File: config.mk
export PLATFORM = sky130hd
export DESIGN_NAME = stream_find_replace
export DESIGN_NICKNAME = d
export VERILOG_FILES = /design/src/rtl/core/sfr_pkg.sv /design/src/rtl/core/stream_find_replace.sv /design/src/rtl/core/sfr_ctrl.sv /design/src/rtl/core/sfr_dp.sv
export SDC_FILE = /design/constraint.sdc
export NUM_CORES = 1
export LEC_CHECK = 0
export ABC_AREA = 0
export BUFFER_PORTS_ARGS = -buffer_cell sky130_fd_sc_hd__buf_4
export CORE_ASPECT_RATIO = 0.9
export CORE_MARGIN = 2
export CORE_UTILIZATION = 35
export CTS_CLUSTER_DIAMETER = 40
export DETAILED_ROUTE_END_ITERATION = 6
export PLACE_DENSITY_LB_ADDON = 0.12
export REMOVE_ABC_BUFFERS = 1
export SLEW_MARGIN = 20
export SYNTH_ARGS = -nofsm -noshare
export SYNTH_HDL_FRONTEND = slang
export SYNTH_HIERARCHICAL = 1
export SYNTH_SLANG_ARGS = --single-unit
File: constraint.sdc
create_clock -name clk -period 3.9 [get_ports clk]
set_input_delay 0.39 -clock clk [delete_from_list [all_inputs] [get_ports clk]]
set_output_delay 0.39 -clock clk [all_outputs]
set_load 0.03 [all_outputs]
File: src/rtl/core/sfr_pkg.sv
// Shared types and constants for the stream find-and-replace block.
package sfr_pkg;

  localparam logic [7:0] NEWLINE_BYTE = 8'h0A;
  localparam int unsigned REPL_MAX    = 8;

  localparam logic [1:0] CFG_SEARCH_PATTERN     = 2'd0;
  localparam logic [1:0] CFG_PATTERN_LENGTH     = 2'd1;
  localparam logic [1:0] CFG_REPLACEMENT_TEXT   = 2'd2;
  localparam logic [1:0] CFG_REPLACEMENT_LENGTH = 2'd3;

  typedef enum logic [2:0] {
    S_IDLE,
    S_SCAN,
    S_REPL,
    S_FLUSH,
    S_DONE
  } sfr_state_t;

  typedef enum logic [1:0] {
    EM_NONE,
    EM_WIN,
    EM_REPL,
    EM_NL
  } emit_src_t;

  typedef struct packed {
    logic      load;
    logic      line_set;
    logic      line_clr;
    emit_src_t emit;
    logic      clr_cnt;
    logic      finish;
  } sfr_cmd_t;

  typedef struct packed {
    logic cnt_zero;
    logic prefix;
    logic short_win;
    logic rlen_zero;
    logic repl_last;
    logic emit_ok;
    logic hold_v;
    logic in_nl;
    logic in_flush;
    logic line_open;
  } sfr_status_t;

endpackage

File: src/rtl/core/stream_find_replace.sv
// Top level of the streaming find-and-replace block.
//
//   channel  direction  payload
//   in_      slave      tdata: data_byte[7:0]; tuser: req_type (1 = end of input)
//   out_     master     tdata: out_byte[7:0];  tlast: last_of_run
//   cfg_     write      index 0..3 -> pattern, pattern length, replacement, repl. length
//
// One word in at a time: an accept step, then scan steps or output bytes, then a closing
// step. A text byte takes one extra scan step that decides match, hold or empty window.
// The work per word is bounded by the single window compare and one-byte emit path.
// Synchronous active-low reset clears control, counts and configuration.
// A stalled output holds the emit path; input stays unready until the word finishes.
module stream_find_replace
  import sfr_pkg::*;
#(
  parameter int MAX_PATTERN = 8
) (
  input  logic        clk,
  input  logic        rst_n,
  input  logic        cfg_we,
  input  logic [1:0]  cfg_index,
  input  logic [63:0] cfg_data,
  input  logic        in_tvalid,
  output logic        in_tready,
  input  logic [7:0]  in_tdata,   // data_byte[7:0]
  input  logic        in_tuser,   // req_type
  output logic        out_tvalid,
  input  logic        out_tready,
  output logic [7:0]  out_tdata,  // out_byte[7:0]
  output logic        out_tlast
);

  sfr_cmd_t    cmd;
  sfr_status_t sts;

  sfr_ctrl u_ctrl (
    .clk       (clk),
    .rst_n     (rst_n),
    .in_tvalid (in_tvalid),
    .in_tready (in_tready),
    .sts       (sts),
    .cmd       (cmd)
  );

  sfr_dp #(
    .MAX_PATTERN (MAX_PATTERN)
  ) u_dp (
    .clk        (clk),
    .rst_n      (rst_n),
    .cfg_we     (cfg_we),
    .cfg_index  (cfg_index),
    .cfg_data   (cfg_data),
    .in_tdata   (in_tdata),
    .in_tuser   (in_tuser),
    .out_tvalid (out_tvalid),
    .out_tready (out_tready),
    .out_tdata  (out_tdata),
    .out_tlast  (out_tlast),
    .cmd        (cmd),
    .sts        (sts)
  );

endmodule

File: src/rtl/core/sfr_ctrl.sv
// Controller state machine for the stream find-and-replace block.
module sfr_ctrl
  import sfr_pkg::*;
(
  input  logic        clk,
  input  logic        rst_n,
  input  logic        in_tvalid,
  output logic        in_tready,
  input  sfr_status_t sts,
  output sfr_cmd_t    cmd
);

  sfr_state_t state_r, state_nxt;
  logic       accept;

  assign accept = in_tvalid && in_tready;

  always_ff @(posedge clk) begin
    if (!rst_n) begin
      state_r <= S_IDLE;
    end else begin
      state_r <= state_nxt;
    end
  end

  always_comb begin
    state_nxt = state_r;
    case (state_r)
      S_IDLE: begin
        if (accept) begin
          if (sts.in_flush) begin
            state_nxt = (sts.line_open || !sts.cnt_zero) ? S_FLUSH : S_DONE;
          end else if (sts.in_nl) begin
            state_nxt = S_FLUSH;
          end else begin
            state_nxt = S_SCAN;
          end
        end
      end
      S_SCAN: begin
        if (sts.cnt_zero) begin
          state_nxt = S_DONE;
        end else if (sts.prefix && sts.short_win) begin
          state_nxt = S_DONE;
        end else if (sts.prefix) begin
          state_nxt = sts.rlen_zero ? S_DONE : S_REPL;
        end
      end
      S_REPL: begin
        if (sts.emit_ok && sts.repl_last) begin
          state_nxt = S_DONE;
        end
      end
      S_FLUSH: begin
        if (sts.emit_ok && sts.cnt_zero) begin
          state_nxt = S_DONE;
        end
      end
      S_DONE: begin
        if (!sts.hold_v || sts.emit_ok) begin
          state_nxt = S_IDLE;
        end
      end
      default: state_nxt = S_IDLE;
    endcase
  end

  always_comb begin
    cmd       = '0;
    cmd.emit  = EM_NONE;
    in_tready = 1'b0;
    case (state_r)
      S_IDLE: begin
        in_tready = 1'b1;
        if (accept) begin
          if (sts.in_flush || sts.in_nl) begin
            cmd.line_clr = 1'b1;
          end else begin
            cmd.load     = 1'b1;
            cmd.line_set = 1'b1;
          end
        end
      end
      S_SCAN: begin
        if (!sts.cnt_zero && sts.prefix && !sts.short_win) begin
          // full match: a deletion empties the window here, else after the last byte
          cmd.clr_cnt = sts.rlen_zero;
        end else if (!sts.cnt_zero && !sts.prefix && sts.emit_ok) begin
          cmd.emit = EM_WIN;
        end
      end
      S_REPL: begin
        if (sts.emit_ok) begin
          cmd.emit    = EM_REPL;
          cmd.clr_cnt = sts.repl_last;
        end
      end
      S_FLUSH: begin
        if (sts.emit_ok) begin
          cmd.emit = sts.cnt_zero ? EM_NL : EM_WIN;
        end
      end
      S_DONE: begin
        cmd.finish = sts.hold_v && sts.emit_ok;
      end
      default: ;
    endcase
  end

endmodule

File: src/rtl/core/sfr_dp.sv
// Datapath: configuration, match window, replacement index and output staging.
module sfr_dp
  import sfr_pkg::*;
#(
  parameter int MAX_PATTERN = 8
) (
  input  logic        clk,
  input  logic        rst_n,
  input  logic        cfg_we,
  input  logic [1:0]  cfg_index,
  input  logic [63:0] cfg_data,
  input  logic [7:0]  in_tdata,
  input  logic        in_tuser,
  output logic        out_tvalid,
  input  logic        out_tready,
  output logic [7:0]  out_tdata,
  output logic        out_tlast,
  input  sfr_cmd_t    cmd,
  output sfr_status_t sts
);

  localparam int CW = $clog2(MAX_PATTERN + 1);
  localparam int IW = (MAX_PATTERN > 1) ? $clog2(MAX_PATTERN) : 1;
  localparam logic [3:0] MAXP4 = 4'(MAX_PATTERN);
  localparam logic [3:0] RMAX4 = 4'(REPL_MAX);

  logic [63:0]   pat_r, pat_nxt;
  logic [3:0]    plen_raw_r, plen_raw_nxt;
  logic [63:0]   repl_r, repl_nxt;
  logic [3:0]    rlen_raw_r, rlen_raw_nxt;
  logic [7:0]    win_r [MAX_PATTERN];
  logic [7:0]    win_nxt [MAX_PATTERN];
  logic [CW-1:0] cnt_r, cnt_nxt;
  logic          line_open_r, line_open_nxt;
  logic [2:0]    idx_r, idx_nxt;
  logic [7:0]    hold_r, hold_nxt;
  logic          hold_v_r, hold_v_nxt;
  logic [7:0]    out_data_r, out_data_nxt;
  logic          out_last_r, out_last_nxt;
  logic          out_valid_r, out_valid_nxt;

  logic [3:0]    plen4;
  logic [CW-1:0] plen;
  logic [3:0]    rlen;
  logic          mism;
  logic          emitting;
  logic [7:0]    emit_byte;

  // effective lengths: zero pattern acts as one, both clamp at their maxima
  always_comb begin
    plen4 = plen_raw_r;
    if (plen4 == 4'd0) plen4 = 4'd1;
    if (plen4 > MAXP4) plen4 = MAXP4;
    plen = CW'(plen4);
    rlen = (rlen_raw_r > RMAX4) ? RMAX4 : rlen_raw_r;
  end

  always_comb begin
    mism = 1'b0;
    for (int i = 0; i < MAX_PATTERN; i++) begin
      if ((CW'(i) < cnt_r) && (CW'(i) < plen) && (win_r[i] != pat_r[8*i +: 8])) begin
        mism = 1'b1;
      end
    end
  end

  assign sts.cnt_zero  = (cnt_r == '0);
  assign sts.prefix    = !mism;
  assign sts.short_win = (cnt_r < plen);
  assign sts.rlen_zero = (rlen == 4'd0);
  assign sts.repl_last = ({1'b0, idx_r} == (rlen - 4'd1));
  assign sts.emit_ok   = !hold_v_r || !out_valid_r || out_tready;
  assign sts.hold_v    = hold_v_r;
  assign sts.in_nl     = (in_tdata == NEWLINE_BYTE);
  assign sts.in_flush  = in_tuser;
  assign sts.line_open = line_open_r;

  assign emitting = (cmd.emit != EM_NONE);

  always_comb begin
    case (cmd.emit)
      EM_WIN:  emit_byte = win_r[0];
      EM_REPL: emit_byte = repl_r[8*idx_r +: 8];
      EM_NL:   emit_byte = NEWLINE_BYTE;
      default: emit_byte = hold_r;
    endcase
  end

  always_comb begin
    pat_nxt       = pat_r;
    plen_raw_nxt  = plen_raw_r;
    repl_nxt      = repl_r;
    rlen_raw_nxt  = rlen_raw_r;
    win_nxt       = win_r;
    cnt_nxt       = cnt_r;
    line_open_nxt = line_open_r;
    idx_nxt       = idx_r;
    hold_nxt      = hold_r;
    hold_v_nxt    = hold_v_r;
    out_data_nxt  = out_data_r;
    out_last_nxt  = out_last_r;
    out_valid_nxt = out_valid_r && !out_tready;

    if (cfg_we) begin
      case (cfg_index)
        CFG_SEARCH_PATTERN: begin
          pat_nxt = cfg_data;
          cnt_nxt = '0;
        end
        CFG_PATTERN_LENGTH: begin
          plen_raw_nxt = cfg_data[3:0];
          cnt_nxt      = '0;
        end
        CFG_REPLACEMENT_TEXT:   repl_nxt     = cfg_data;
        CFG_REPLACEMENT_LENGTH: rlen_raw_nxt = cfg_data[3:0];
        default: ;
      endcase
    end

    if (cmd.load) begin
      win_nxt[cnt_r[IW-1:0]] = in_tdata;
      cnt_nxt                = cnt_r + CW'(1);
      idx_nxt                = '0;
    end
    if (cmd.line_set) line_open_nxt = 1'b1;
    if (cmd.line_clr) line_open_nxt = 1'b0;

    if (cmd.emit == EM_WIN) begin
      for (int i = 0; i < MAX_PATTERN - 1; i++) begin
        win_nxt[i] = win_r[i+1];
      end
      cnt_nxt = cnt_r - CW'(1);
    end
    if (cmd.emit == EM_REPL) idx_nxt = idx_r + 3'd1;
    if (cmd.clr_cnt) cnt_nxt = '0;

    // one word is held back so the last word of an item can carry tlast
    if (emitting) begin
      if (hold_v_r) begin
        out_data_nxt  = hold_r;
        out_last_nxt  = 1'b0;
        out_valid_nxt = 1'b1;
      end
      hold_nxt   = emit_byte;
      hold_v_nxt = 1'b1;
    end
    if (cmd.finish) begin
      out_data_nxt  = hold_r;
      out_last_nxt  = 1'b1;
      out_valid_nxt = 1'b1;
      hold_v_nxt    = 1'b0;
    end
  end

  always_ff @(posedge clk) begin
    if (!rst_n) begin
      pat_r       <= '0;
      plen_raw_r  <= 4'd1;
      repl_r      <= '0;
      rlen_raw_r  <= 4'd0;
      cnt_r       <= '0;
      line_open_r <= 1'b0;
      idx_r       <= '0;
      hold_v_r    <= 1'b0;
      out_valid_r <= 1'b0;
    end else begin
      pat_r       <= pat_nxt;
      plen_raw_r  <= plen_raw_nxt;
      repl_r      <= repl_nxt;
      rlen_raw_r  <= rlen_raw_nxt;
      cnt_r       <= cnt_nxt;
      line_open_r <= line_open_nxt;
      idx_r       <= idx_nxt;
      hold_v_r    <= hold_v_nxt;
      out_valid_r <= out_valid_nxt;
    end
  end

  always_ff @(posedge clk) begin
    win_r      <= win_nxt;
    hold_r     <= hold_nxt;
    out_data_r <= out_data_nxt;
    out_last_r <= out_last_nxt;
  end

  assign out_tvalid = out_valid_r;
  assign out_tdata  = out_data_r;
  assign out_tlast  = out_last_r;

endmodule
==> impl_results.md, run 1 <==
* Run status: complete, no violations
* Share of cells above drive strength 1 at between 10% and 20%
* Cts hold-fix bufs at 0
* Met2 GRT Util at 28.85%
* Die Y-Extent at around 170 um
* VDD IR max at ~250 uV
* Initial Utilization at 35.66%
* # diodes at 0
* Min-Delay Path Class: in2reg
* Final min period at roughly 3.3 ns
* # resized after CTS at 0
* Vias/cell at 5.016
* Largest net degree at the start of global routing at slightly above 80
* Clk_lat worst skew at 0.49 ns
* Site Rows at 60
* Largest stage delay, worst path at slightly below 0.6 ns
* Dpl cells at about 1500
* Type of origin of the critical path: flop
* RSZ-0062 raised after global routing: false
* Sequential Area at about 0.0054 sq mm
* GPL Wtd Cong at ~0.8
* Top FF cell, synth: dfxtp_1
* Final WS setup at 0.6008 ns
* Fin crit share at 84.59%
* Final net count at around 1300
* Crit path cell chain: inv_2 -> ha_1 -> a21oi_1 -> o21ai_1 -> a31oi_1 -> nor4_2 -> nor2_1 -> o211a_1 -> nor2b_4 -> buf_12 -> a22o_1
* DIE AREA at 0.03201 sq mm
* Routed wire per std cell at 18.46 um
* Final hold violation count at 0
* Ys async rst share at 0%
* Postcts setup bufs at 0
* GRT Total Usage at a little under a fifth
* Synth Cell Area at around 0.011 sq mm
* Residual DRC at 0
* Crit-path max FO at 40
* Unique masters post-synth at 58
* Clk buf depth at 3
* Iteration-0 DRC count of the detailed router at between 500 and 600
* GR Util met3 at ~2.6%
* DPL Wire Length at ~21 mm
* Register area share after synthesis at about half
* Met1 GRT Util at between 20% and 30%
* Average instance area after synthesis at between 9 and 10 sq um
* Core footprint at approximately 0.03 sq mm
* Initial antenna violation count at 0
* Footprint of the multi-input gates at 0.004915 sq mm
* Worst-path clk slew at around 0.05 ns
* Total global routing overflow at 0
* Setup Skew at between 0.015 and 0.02 ns
* Syn Inst Count at 1095
* Fmax achieved at about 300 MHz
* Critical path type: reg2reg
* Syn. warnings at 6
* Post-synth EDFFs at 80
* Relative slew slack at 38.46%
* Max-cap violation count at 0
* Layout Cells excl Fill at between 1500 and 2000
* Number of CTS-inserted buffers at 34
* Dpl ws at ~0.64 ns
* Synth-to-layout area growth at 20.17%
* Pwr Density at between 500 and 600 mW/mm^2
* Crit-path slowest cell: nor2b_4
* Die X at around 190 um
* Port bufs at 90
* Worst reg-to-reg setup slack at ~0.6 ns
* FF+latch count, synth at 230
* Final Max Slew Viols at 0
* Final setup viols at 0
* 1st-pass router iterations at 5
* Power Total at around 6.7 mW
* Htree depth at 2
* TritonCTS clock tree: done
* Filler cell count at 2984
* Via count at between 7000 and 8000
* Worst slew pin tran at about 0.92 ns
* CTS root buf: clkbuf_16
* First-pass GRT wire length at 45.79 mm
* Critical Path AT at between 3 and 4 ns
* CP Capture Type: flop
* I/O pins at 91
* Leak pwr at between 4 and 5 nW
* Vias in the first global route at around 7700
* Routed Antenna Nets at 0
* Drt total wl at between 20 and 30 mm
* CP Data Required Time at approximately 4.3 ns
* Top Usage Layer GRT: met2
* Clk sinks at 230
## through the flow
| step | hold WS [ns] | util [%] | area [sq um] | TNS, ns |
|---|---|---|---|---|
| 2_1_floorplan | 0.4003 | - | 10350 | -12.14 |
| 3_3_place_gp | 0.4046 | 39.19 | 11770 | 0 |
| 3_5_place_dp | 0.4054 | 39.19 | 11770 | 0 |
| 4_1_cts | 0.09485 | 42.85 | 12870 | 0 |
| 5_1_grt | 0.09783 | 42.85 | 12870 | 0 |
| 6_report | 0.1131 | 42.85 | 12870 | 0 |
## cell usage after synthesis, types with 17 or more instances
master | number | area, sq um
nand2_1 | 300 | 1126
nand3_1 | 17 | 85.08
nor2_1 | 20 | 75.07
buf_2 | 24 | 120.1
xor2_1 | 58 | 508.0
dfxtp_1 | 150 | 3003
a21boi_1 | 130 | 975.9
clkbuf_1 | 43 | 161.4
mux2i_1 | 17 | 170.2
edfxtp_1 | 80 | 2402
a22o_1 | 40 | 350.3
o21ai_1 | 26 | 130.1
## cell families after synthesis
logic type | synth area share [%]
AND/OR/NAND/NOR | 17.39
multiplexers | 4.954
XOR/XNOR | 5.480
buffers and inverters | 3.821
adder cells (fa/ha/maj) | 1.168
AO/OA/AOI/OAI | 16.72
flip-flops | 50.47
## registers in the layout, summed over array words and instances (netlist names)
register / cells
u_dp/hold_r: 8
u_dp/idx_r: 3
u_ctrl/state_r: 3
u_dp/out_tvalid: 1
u_dp/repl_r: 64
u_dp/cnt_r: 4
u_dp/out_tlast: 1
u_dp/pat_r: 64
u_dp/win_r: 64
u_dp/hold_v_r: 1
u_dp/line_open_r: 1
u_dp/rlen_raw_r: 4
u_dp/plen_raw_r: 4
u_dp/out_tdata: 8
## worst max-delay path: cells and delay by family (launching register included)
family	cells	cell delay, ns
compound gates	5	1.08
fa+ha+maj	1	0.22
buf+inv	2	0.44
flops	1	0.56
simple gates	3	0.83
## where the power goes
| part | internal, mW | switching (mW) | total [mW] |
|---|---|---|---|
| clock network | 1.83 | 1.13 | 2.96 |
| registers | 2.66 | 0.122 | 2.78 |
| logic | 0.368 | 0.550 | 0.917 |
## layout make-up
type	count	share of cell area (%)
well taps	403	3.918
flip-flops and latches	230	42.00
clock inverters	20	1.400
clock buffers	41	7.137
inverters	14	0.4084
repair buffers	114	6.942
multi-input cells	772	38.19
## cells in the final DEF (no fill, tap or decap), types with 8 or more instances in the layout
cell       Yosys  final
a21boi_1     130    130
a21oi_1       13     13
a22o_1        40     40
and3_1        13     13
buf_4          4    111
clkbuf_16      0     35
dfxtp_1      150    150
edfxtp_1      80     80
ha_1          10     10
inv_1         11     11
mux2i_1       17     17
mux4_2        16     16
nand2_1      300    300
nand2b_1       8      8
nand3_1       17     17
nor2_1        20     20
nor2b_1       13     12
nor4_1        11     11
o21ai_1       26     26
o22ai_1        8      8
xnor2_1        9      9
xor2_1        58     58
## layer usage
| layer | up-vias | wire [um] |
|---|---|---|
| met5 | - | 0 |
| met4 | 0 | 395 |
| met3 | 36 | 1363 |
| met2 | 177 | 13090 |
| met1 | 3836 | 14590 |
| li1 | 3947 | - |
## path summary, 6_finish.rpt
kind,from,endpoint,cells after the start
worst max-delay path,u_dp/cnt_r[1]$_SDFFE_PP0P_,u_dp/win_r[24]$_DFFE_PP_,11
worst min-delay path,in_tdata[4],u_dp/win_r[4]$_DFFE_PP_,1
worst max register to register,u_dp/cnt_r[1]$_SDFFE_PP0P_,u_dp/win_r[24]$_DFFE_PP_,11
worst min register to register,u_dp/hold_r[1]$_DFFE_PP_,u_dp/out_tdata[1]$_DFFE_PP_,0
No activity file was read; power rests on OpenSTA's default activity.
==> run 2, diff against run 1 <==
- clock period: 3.9 -> 2.85 ns (I/O delays scaled with it)
==> impl_results.md, run 2 (synthesis results as in run 1) <==
* Routed Antenna Nets at 0 (unchanged)
* Initial Utilization at 35.66% (unchanged)
* First-pass GRT wire length at 46.79 mm (was 45.79 mm)
* Top Registers: u_dp/pat_r: 64 flops, u_dp/repl_r: 64 flops, u_dp/win_r: 64 flops (unchanged)
* Htree depth at 2 (unchanged)
* 1st-pass router iterations at 5 (unchanged)
* Critical Path AT at 3.10 ns (was 3.66 ns)
* Final WS setup at 0.006338 ns (was 0.6008 ns)
* Final Max Slew Viols at 0 (unchanged)
* RSZ-0062 raised after global routing: true (was false)
* CP Data Required Time at 3.11 ns (was 4.26 ns)
* Worst slew pin tran at 0.8308 ns (was 0.9209 ns)
* Routed wire per std cell at 18.40 um (was 18.46 um)
* Power Total at 9.780 mW (was 6.652 mW)
* Site Rows at 60 (unchanged)
* Fmax achieved at 351.7 MHz (was 303.1 MHz)
* Worst hold margin at 0.02278 ns (was 0.1131 ns)
* TritonCTS clock tree: done (unchanged)
* Critical path origin: u_dp/win_r[39]$_DFFE_PP_ (was u_dp/cnt_r[1]$_SDFFE_PP0P_)
* Critical path type: reg2reg (unchanged)
* Dpl cell area at 0.01216 sq mm (was 0.01177 sq mm)
* Vias in the first global route at 8011 (was 7725)
* Final core area utilization at 45.66% (was 42.85%)
* Synth-to-layout area growth at 28.03% (was 20.17%)
* Worst r2r src: u_dp/win_r[39]$_DFFE_PP_ (was u_dp/cnt_r[1]$_SDFFE_PP0P_)
* GPL Wtd Cong at 0.7858 (was 0.8066)
* Share of cells above drive strength 1 at 23.69% (was 17.46%)
* Final net count at 1320 (was 1256)
* Largest stage delay, worst path at 0.44 ns (was 0.58 ns)
* Crit-path slowest cell: a2111o_1 (was nor2b_4)
* Worst Path Buf+Inv at 1 (was 2)
* Layout Cells excl Fill at 1661 (was 1594)
* Worst-path clk slew at 0.06 ns (was 0.05 ns)
* Via count at 8361 (was 7996)
* Drt total wl at 30.56 mm (was 29.43 mm)
* Die Y-Extent at 169.9 um (unchanged)
* Clk buf depth at 3 (unchanged)
* Post-route cell area at 0.01371 sq mm (was 0.01287 sq mm)
* Largest net degree at the start of global routing at 72 (was 83)
* Final min period at 2.844 ns (was 3.299 ns)
* VDD IR max at 362.5 uV (was 251.9 uV)
* Worst R2R Path Depth at 10 (was 11)
* DPL Wire Length at 21.47 mm (was 20.98 mm)
* Leak pwr at 5.284 nW (was 4.870 nW)
* Pwr Density at 713.3 mW/mm^2 (was 516.9 mW/mm^2)
* Final hold violation count at 0 (unchanged)
* Dpl ws at -0.1619 ns (was 0.6400 ns)
* Type of origin of the critical path: flop (unchanged)
* DIE AREA at 0.03201 sq mm (unchanged)
* Max-cap violation count at 0 (unchanged)
* Clk_lat worst skew at 0.51 ns (was 0.49 ns)
* Die X at 188.4 um (unchanged)
* Fin crit share at 99.78% (was 84.59%)
* Residual DRC at 0 (unchanged)
* Crit-path max FO at 5 (was 40)
* CTS root buf: clkbuf_16 (unchanged)
* CP Capture Type: flop (unchanged)
* Vias/cell at 5.034 (was 5.016)
* Final setup viols at 0 (unchanged)
* Core footprint at 0.03003 sq mm (unchanged)
* Dpl cells at 1582 (was 1533)
* Relative slew slack at 44.62% (was 38.46%)
* Initial antenna violation count at 0 (unchanged)
* Iteration-0 DRC count of the detailed router at 593 (was 598)
* I/O pins at 91 (unchanged)
* Most frequent cells in the layout: 297 x nand2_1, 152 x buf_4, 150 x dfxtp_1, 130 x a21boi_1, 80 x edfxtp_1 (was 300 x nand2_1, 150 x dfxtp_1, 130 x a21boi_1, 111 x buf_4, 80 x edfxtp_1)
* CP delay by family, top: compound AO/OA/AOI/OAI gates (unchanged)
* Total Neg Setup Slack at 0 ns (unchanged)
* Clk sinks at 230 (unchanged)
* Crit path cell chain: xor2_1 -> nor4_2 -> a21oi_1 -> a2111o_1 -> nor4_4 -> nor2_1 -> o211a_4 -> nor2b_2 -> buf_4 -> a22o_1 (was inv_2 -> ha_1 -> a21oi_1 -> o21ai_1 -> a31oi_1 -> nor4_2 -> nor2_1 -> o211a_1 -> nor2b_4 -> buf_12 -> a22o_1)
* Port bufs at 90 (unchanged)
* Commonest non-fill, non-tap cell in the layout: nand2_1 (unchanged)
* Setup Skew at 0.02538 ns (was 0.01723 ns)
* Worst hold start: in_tdata[7] (was in_tdata[4])
* GRT Total Usage at 19.00% (was 18.58%)
* Worst hold path depth at 1 (unchanged)
* Levels on crit path at 10 (was 11)
* Min-Delay Path Class: in2reg (unchanged)
* Run status: complete, no violations (unchanged)
* # diodes at 0 (unchanged)
* Filler cell count at 3006 (was 2984)
* Number of CTS-inserted buffers at 36 (was 34)
* Total global routing overflow at 0 (unchanged)
==> run 2: report_power, final <==
part	switching (mW)	leakage, nW	internal (mW)
Clock	1.68	0.597	2.79
Combinational	0.848	2.72	0.672
Sequential	0.155	1.97	3.63
Total	2.69	5.28	7.09
==> run 2: layout make-up <==
class / count / area [sq um] / share of cell area (%)
inverters: 14 / 52.55 / 0.3833
flip-flops and latches: 230 / 5405 / 39.42
well taps: 403 / 504.2 / 3.678
clock inverters: 28 / 300.3 / 2.190
clock buffers: 38 / 929.6 / 6.780
multi-input cells: 773 / 5070 / 36.98
repair buffers: 175 / 1449 / 10.57
==> run 2: path summary, 6_finish.rpt <==
| path | endpoint | slack, ns |
|---|---|---|
| worst max register to register | u_dp/win_r[43]$_DFFE_PP_ | 0.006 |
| worst min register to register | u_dp/out_tdata[7]$_DFFE_PP_ | 0.42 |
| worst min-delay path | u_dp/win_r[7]$_DFFE_PP_ | 0.02 |
| worst max-delay path | u_dp/win_r[43]$_DFFE_PP_ | 0.006 |
==> run 2: layer usage <==
metal | share of wire [%] | track usage (%) | routed length, um | vias to the layer above
met5 | 0 | 0 | 0 | -
met4 | 1.4 | 4.144 | 437 | 0
met1 | 48 | 27.23 | 14750 | 4046
met3 | 4.5 | 2.702 | 1389 | 40
li1 | - | - | - | 4097
met2 | 46 | 30.48 | 13980 | 178
==> run 2: what timing repair did <==
item | in CTS | in global routing
buffers inserted | 0 | 4
gates resized for setup | 17 | 28
pin swaps | 1 | 11
cloned | 0 | 2
hold endpoints to repair | 7 | 0
hold buffers | 7 | 0
endpoints found under the setup margin | 135 | 140
==> run 2: worst register-to-register path, delay by kind of cell (launching register included) <==
kind                      cells  cell delay (ns)
and+or+nand+nor               4             0.81
DFF                           1             0.40
AOI/OAI and AO/OA             4             1.05
xor gates and xnor gates      1             0.18
buffers and inverters         1             0.17
